### src/hdl/fccpid_pkg.sv
`default_nettype none
// ----------------------------------------------------------------------------
// fccpid_pkg - shared definitions for the clamped four-channel PID
// Field widths, register indexes and the default channel count.
// ----------------------------------------------------------------------------
package fccpid_pkg;

	localparam int CHANNELS_DEF = 4;

	localparam int ChanW  = 2;   // channel field
	localparam int SpeedW = 16;  // measured / target
	localparam int DriveW = 16;
	localparam int GainW  = 16;  // unsigned Q8.8
	localparam int LimitW = 15;
	localparam int CfgIdxW = 3;
	localparam int CfgDataW = 16;

	localparam int ErrW  = SpeedW + 1;          // target - measured
	localparam int DErrW = ErrW + 1;            // change of error
	localparam int FracW = 8;
	localparam int AccW  = LimitW + FracW + 1;  // clamped integral, signed

	typedef enum logic [CfgIdxW-1:0] {
		REG_GAIN_P         = 3'd0,
		REG_GAIN_I         = 3'd1,
		REG_GAIN_D         = 3'd2,
		REG_LIMIT_INTEGRAL = 3'd3,
		REG_LIMIT_OUTPUT   = 3'd4
	} cfg_reg_t;

endpackage
`default_nettype wire

### src/hdl/four_channel_clamped_pid.sv
`default_nettype none
// ----------------------------------------------------------------------------
// four_channel_clamped_pid - per-channel speed PID with clamped integral
// Datapath: input register, one pass of multiply, add and clamp, result register.
// Throughput: one item per cycle while result_stall does not hold the result register.
// Reset: gains, limits, integrators and previous errors all clear to zero.
// ----------------------------------------------------------------------------
module four_channel_clamped_pid #(
	parameter int CHANNELS = fccpid_pkg::CHANNELS_DEF
) (
	input  wire logic                              clk,
	input  wire logic                              arst_n,
	// input items
	input  wire logic                              item_valid,
	output      logic                              item_stall,
	input  wire logic [fccpid_pkg::ChanW-1:0]      channel,
	input  wire logic signed [fccpid_pkg::SpeedW-1:0] measured,
	input  wire logic signed [fccpid_pkg::SpeedW-1:0] target,
	// results
	output      logic                              result_valid,
	input  wire logic                              result_stall,
	output      logic signed [fccpid_pkg::DriveW-1:0] drive,
	// configuration writes
	input  wire logic                              cfg_valid,
	output      logic                              cfg_ready,
	input  wire logic [fccpid_pkg::CfgIdxW-1:0]    cfg_index,
	input  wire logic [fccpid_pkg::CfgDataW-1:0]   cfg_data
);
	import fccpid_pkg::*;

	localparam int ChW  = (CHANNELS > 1) ? $clog2(CHANNELS) : 1;
	localparam int ExtW = (ChW > ChanW) ? ChW : ChanW;

	// configuration
	logic [GainW-1:0]  gain_p_q, gain_i_q, gain_d_q;
	logic [LimitW-1:0] limit_integral_q, limit_output_q;

	// per-channel state
	logic signed [AccW-1:0] integral_acc_q [CHANNELS];
	logic signed [ErrW-1:0] previous_error_q [CHANNELS];

	// input register
	logic                     valid_s1;
	logic [ChanW-1:0]         channel_s1;
	logic signed [SpeedW-1:0] measured_s1, target_s1;

	// result register
	logic                     result_valid_q;
	logic signed [DriveW-1:0] drive_q;

	logic advance, update;
	logic ch_ok;
	logic [ExtW-1:0] ch_ext;
	logic [ChW-1:0]  ch_idx;

	logic signed [ErrW-1:0]   err, prev_rd;
	logic signed [AccW-1:0]   acc_rd;
	logic signed [DErrW-1:0]  derr;
	logic signed [ErrW-1:0]   gp_s, gi_s, gd_s;
	logic signed [2*ErrW-1:0] p_prod, i_prod;
	logic signed [2*DErrW-2:0] d_prod;
	logic signed [2*ErrW:0]   i_sum;
	logic signed [AccW-1:0]   lim_i_s, lim_o_s, i_clamp, s_clamp;
	logic signed [2*ErrW+2:0] total;
	logic signed [AccW-1:0]   s_shift;
	logic                     round_up;
	logic signed [DriveW-1:0] drive_c;

	// the input stage moves on when the result register is free or being emptied
	assign advance    = !result_valid_q || !result_stall;
	assign update     = valid_s1 && advance;
	assign item_stall = valid_s1 && !advance;
	assign cfg_ready  = 1'b1;

	assign result_valid = result_valid_q;
	assign drive        = drive_q;

	always_comb begin
		ch_ext = ExtW'(channel_s1);
		ch_idx = ch_ext[ChW-1:0];
		ch_ok  = 32'(channel_s1) < CHANNELS;
	end

	always_comb begin
		acc_rd  = ch_ok ? integral_acc_q[ch_idx] : '0;
		prev_rd = ch_ok ? previous_error_q[ch_idx] : '0;

		err  = ErrW'(target_s1) - ErrW'(measured_s1);
		derr = DErrW'(err) - DErrW'(prev_rd);

		gp_s = $signed({1'b0, gain_p_q});
		gi_s = $signed({1'b0, gain_i_q});
		gd_s = $signed({1'b0, gain_d_q});

		p_prod = (2*ErrW)'(err) * (2*ErrW)'(gp_s);
		i_prod = (2*ErrW)'(err) * (2*ErrW)'(gi_s);
		d_prod = (2*DErrW-1)'(derr) * (2*DErrW-1)'(gd_s);

		lim_i_s = $signed({1'b0, limit_integral_q, {FracW{1'b0}}});
		lim_o_s = $signed({1'b0, limit_output_q, {FracW{1'b0}}});

		// integrator: add increment, then saturate to the integral limit
		i_sum = (2*ErrW+1)'(acc_rd) + (2*ErrW+1)'(i_prod);
		if (i_sum > (2*ErrW+1)'(lim_i_s)) begin
			i_clamp = lim_i_s;
		end else if (i_sum < -(2*ErrW+1)'(lim_i_s)) begin
			i_clamp = -lim_i_s;
		end else begin
			i_clamp = $signed(i_sum[AccW-1:0]);
		end

		total = (2*ErrW+3)'(p_prod) + (2*ErrW+3)'(i_clamp) + (2*ErrW+3)'(d_prod);
		if (total > (2*ErrW+3)'(lim_o_s)) begin
			s_clamp = lim_o_s;
		end else if (total < -(2*ErrW+3)'(lim_o_s)) begin
			s_clamp = -lim_o_s;
		end else begin
			s_clamp = $signed(total[AccW-1:0]);
		end

		// drop the fraction, truncating toward zero
		s_shift  = s_clamp >>> FracW;
		round_up = s_clamp[AccW-1] && (|s_clamp[FracW-1:0]);
		drive_c  = ch_ok ? $signed(s_shift[DriveW-1:0] + DriveW'(round_up)) : '0;
	end

	// control, configuration and channel state
	always_ff @(posedge clk or negedge arst_n) begin
		if (!arst_n) begin
			valid_s1         <= 1'b0;
			result_valid_q   <= 1'b0;
			gain_p_q         <= '0;
			gain_i_q         <= '0;
			gain_d_q         <= '0;
			limit_integral_q <= '0;
			limit_output_q   <= '0;
			for (int k = 0; k < CHANNELS; k++) begin
				integral_acc_q[k]   <= '0;
				previous_error_q[k] <= '0;
			end
		end else begin
			if (!item_stall) begin
				valid_s1 <= item_valid;
			end
			if (advance) begin
				result_valid_q <= valid_s1;
			end
			if (update && ch_ok) begin
				integral_acc_q[ch_idx]   <= i_clamp;
				previous_error_q[ch_idx] <= err;
			end
			if (cfg_valid && cfg_ready) begin
				unique case (cfg_index)
					REG_GAIN_P:         gain_p_q <= cfg_data[GainW-1:0];
					REG_GAIN_I:         gain_i_q <= cfg_data[GainW-1:0];
					REG_GAIN_D:         gain_d_q <= cfg_data[GainW-1:0];
					REG_LIMIT_INTEGRAL: limit_integral_q <= cfg_data[LimitW-1:0];
					REG_LIMIT_OUTPUT:   limit_output_q <= cfg_data[LimitW-1:0];
					default: ;
				endcase
			end
		end
	end

	// payload
	always_ff @(posedge clk) begin
		if (!item_stall && item_valid) begin
			channel_s1  <= channel;
			measured_s1 <= measured;
			target_s1   <= target;
		end
		if (update) begin
			drive_q <= drive_c;
		end
	end

	// output never exceeds the output limit
	a_drive_in_limit: assert property (@(posedge clk) disable iff (!arst_n)
		result_valid_q |->
			(drive_q <= $signed({1'b0, limit_output_q}))
			&& (drive_q >= -$signed({1'b0, limit_output_q})))
		else $error("drive beyond output limit");

	// stored integrator stays within the integral limit
	a_acc_in_limit: assert property (@(posedge clk) disable iff (!arst_n)
		(update && ch_ok) |=>
			(integral_acc_q[$past(ch_idx)] <= lim_i_s)
			&& (integral_acc_q[$past(ch_idx)] >= -lim_i_s))
		else $error("integrator beyond integral limit");

	// an unused channel gives a zero drive
	a_bad_channel_zero: assert property (@(posedge clk) disable iff (!arst_n)
		(update && !ch_ok) |=> (result_valid_q && drive_q == '0))
		else $error("unused channel gave non-zero drive");

endmodule
`default_nettype wire
### config.mk
export PLATFORM = sky130hd
export DESIGN_NAME = four_channel_clamped_pid
export DESIGN_NICKNAME = d
export VERILOG_FILES = /design/src/hdl/fccpid_pkg.sv /design/src/hdl/four_channel_clamped_pid.sv
export SDC_FILE = /design/constraint.sdc
export NUM_CORES = 2
export LEC_CHECK = 0
export ABC_AREA = 1
export BUFFER_PORTS_ARGS = -buffer_cell sky130_fd_sc_hd__buf_2
export CORE_AREA = 4 4 307 369
export CTS_CLUSTER_DIAMETER = 40
export DETAILED_ROUTE_END_ITERATION = 8
export DIE_AREA = 0 0 311 373
export HOLD_SLACK_MARGIN = 0.05
export PLACE_DENSITY = 0.7
export REMOVE_ABC_BUFFERS = 1
export SETUP_SLACK_MARGIN = 0.05
export SLEW_MARGIN = 10
export SYNTH_ARGS = -nofsm -noshare
export SYNTH_HDL_FRONTEND = slang
export SYNTH_SLANG_ARGS = --single-unit
### constraint.sdc
create_clock -name clk -period 19.9 [get_ports clk]
set_input_delay 0.995 -clock clk [delete_from_list [all_inputs] [get_ports clk]]
set_output_delay 0.995 -clock clk [all_outputs]
set_load 0.01 [all_outputs]
==> out/results.ini <==
[timing]
tightest_slew_ns=1.19
slew_violations=0
max_freq_mhz=53.3
final.setup.tns_ns=0
worst_slack_ns=1.14
hold_viol=0
fin_hold_ws_ns=0.405
fin_skew_ns=0.0408
rsz0062_at_grt=no
max-slew-margin-rel_pct=20.4
finalSetupViolCount=0
fin_crit_sh_pct=94.3
fin_crit_ns=18.76

[grt]
antenna_found_initial=0
grt_pass1_vias=43662
grt-ovfl-total=0
grt_start_max_net_pins=109
grt_pass1_wl_microns=251000
grtUsageTotal_pct=28.1

[clock_tree]
clkTransAtPathRegs_ns=0.06
cts_hold_buf=0
cts_root_buf=clkbuf_16
numClockSinks=294
numCtsBuffers=35
htreeDepth=2
worstSkewPairLatency_ns=0.59
cts.path.max_buffers=3
cts_tree=built

[setup_path]
cp-start-kind=register
critPathMaxFanout=19
path_common_cell=nand2_1
required_ns=20.22
worst-r2r-setup-slack_ns=1.14
arrival_ns=19.08
slowest_delay_ns=0.61
r2r_start=measured_s1[0]$_DFFE_PP_
end_kind=register
crit_type=reg -> reg
reg2reg_depth=87
slowest_stage=fa_1
reg2reg_to=drive[14]$_DFFE_PP_

[synth]
async_flop_share_pct=83.0
synth_edf_count=50
synth_area_sq_um=51200
ys_seq_area_share_pct=14.9
netlist_instances=6151
synth.distinct_cells=66
ys_ff_latch=294
synth_top_flop_cell=dfrtp_1
avgSynthCellArea_sq_um=8.32
ys_warn_count=0

[route]
firstDrtPassIters=6
wl_per_cell_microns=20.9
drc=0
via_count=40842
drt_wl_total_microns=159000
drt_iter0_drc=3155
vias_per_cell=5.38
drt.antenna.violating_nets=0

[die]
dieArea_sq_um=116000
fp.dieH_microns=373
num_rows=133
core-area_sq_um=109000
initial_core_util_pct=46.7
die_w_microns=311
ios=77

[job]
drv_cap=0

[layout]
final_common_cell=inv_1
syn2layout_area_growth_pct=6.47
layout_common_cells=inv_1, nand2_1, fa_1
fin_util_pct=49.7
drive_gt1_share_pct=5.99
nets=7540

[placement]
dp_slack_ns=0.542
gp_congestion=1.01
hpwl_microns=131000
portBuffers=75

[min_path]
hold_path.class=in -> async

[outcome]
outcome=complete, no violations

-- sequential cells by signal, indices dropped and copies added, names as in the netlist --
signal            cells
ch_ext                2
integral_acc_q       96
limit_output_q       15
gain_i_q             16
gain_d_q             16
result_valid          1
measured_s1          16
target_s1            16
valid_s1              1
gain_p_q             16
drive                16
previous_error_q     68
limit_integral_q     15
-- routing by layer --
layer,track usage [%],part of all wire (%)
met5,0,0
met4,18.2,8.3
met3,3.79,6.9
met2,48.1,48
met1,33.2,36
-- per-stage QoR --
stage / area, sq um / std cells
2_1_floorplan: 50300 / 5951
3_3_place_gp: 53100 / 7528
3_5_place_dp: 53100 / 7528
4_1_cts: 54300 / 7590
5_1_grt: 54500 / 7591
6_report: 54500 / 7593
-- Yosys cell counts, types with 10 or more instances --
library cell  count  area share [%]
buf_2            10           0.098
a21oi_1         124             1.2
clkbuf_1        172             1.3
fa_1            973              38
a22o_1           23            0.39
a21o_1           14            0.21
nand3_2          23            0.45
nand3_1         180             1.8
inv_2            16            0.12
o21ai_0         210             2.1
nor3_1           33            0.32
nand3b_1         16            0.23
inv_1          1490              11
o21ai_1          26            0.25
o22ai_1          13            0.16
dfrtp_1         244              12
nand2_4          12            0.26
xor2_1           71             1.2
a221oi_1         25            0.43
a22oi_1          12            0.18
nor2_1          536             3.9
nand2_2          13            0.16
edfxtp_1         50             2.9
nor2_2           20            0.24
or2_2            22            0.27
nand2_1        1270             9.3
ha_1            360             8.8
xnor2_1          36            0.62
clkinv_1         27            0.20
nand4_1          29            0.35
-- final cells by class --
class / count / area (sq um)
Clock buffer: 40 / 946
Antenna cell: 2 / 5.00
Tap cell: 1417 / 1770
Inverter: 1535 / 5770
Fill cell: 10464 / 55000
Timing Repair Buffer: 161 / 1040
Multi-Input combinational cell: 4122 / 37100
Sequential cell: 294 / 7610
Clock inverter: 22 / 262
-- critical path, delay by kind of cell, from the launching register on --
family	cells	cell delay, ns
fa+ha+maj	20	8.68
simple gates	40	5.06
flops	1	0.37
compound gates	6	0.75
buf+inv	19	2.74
xor+xnor	2	0.78
-- logic make-up after synthesis --
family                     Yosys count  share of synthesized area, %
AOI/OAI and AO/OA                  498                          5.68
xor gates and xnor gates           107                          1.83
adders and majority gates         1333                          46.9
buffers and inverters             1735                          12.9
DFF                                294                          14.9
other                                1                       0.00733
and+or+nand+nor                   2183                          17.9
-- timing repair --
item                       in CTS  in global routing
resized for setup               0                 22
setup endpoints to repair       0                 16
buffers inserted                0                  1
-- how the worst max path moves through the flow --
stage	cells past startpoint	slack, ns	to	startpoint
after detailed placement	95	0.54	drive[14]$_DFFE_PP_	measured_s1[0]$_DFFE_PP_
after global routing	97	0.06	drive[14]$_DFFE_PP_	target_s1[2]$_DFFE_PP_
final	87	1.14	drive[14]$_DFFE_PP_	measured_s1[0]$_DFFE_PP_
after floorplan	91	2.76	drive[14]$_DFFE_PP_	measured_s1[0]$_DFFE_PP_
after CTS	95	0.46	drive[14]$_DFFE_PP_	measured_s1[0]$_DFFE_PP_
after global placement	95	0.59	drive[14]$_DFFE_PP_	measured_s1[0]$_DFFE_PP_
Power is not shown: default switching activity piles up to over one toggle a cycle in this logic, so the estimate is an artifact.
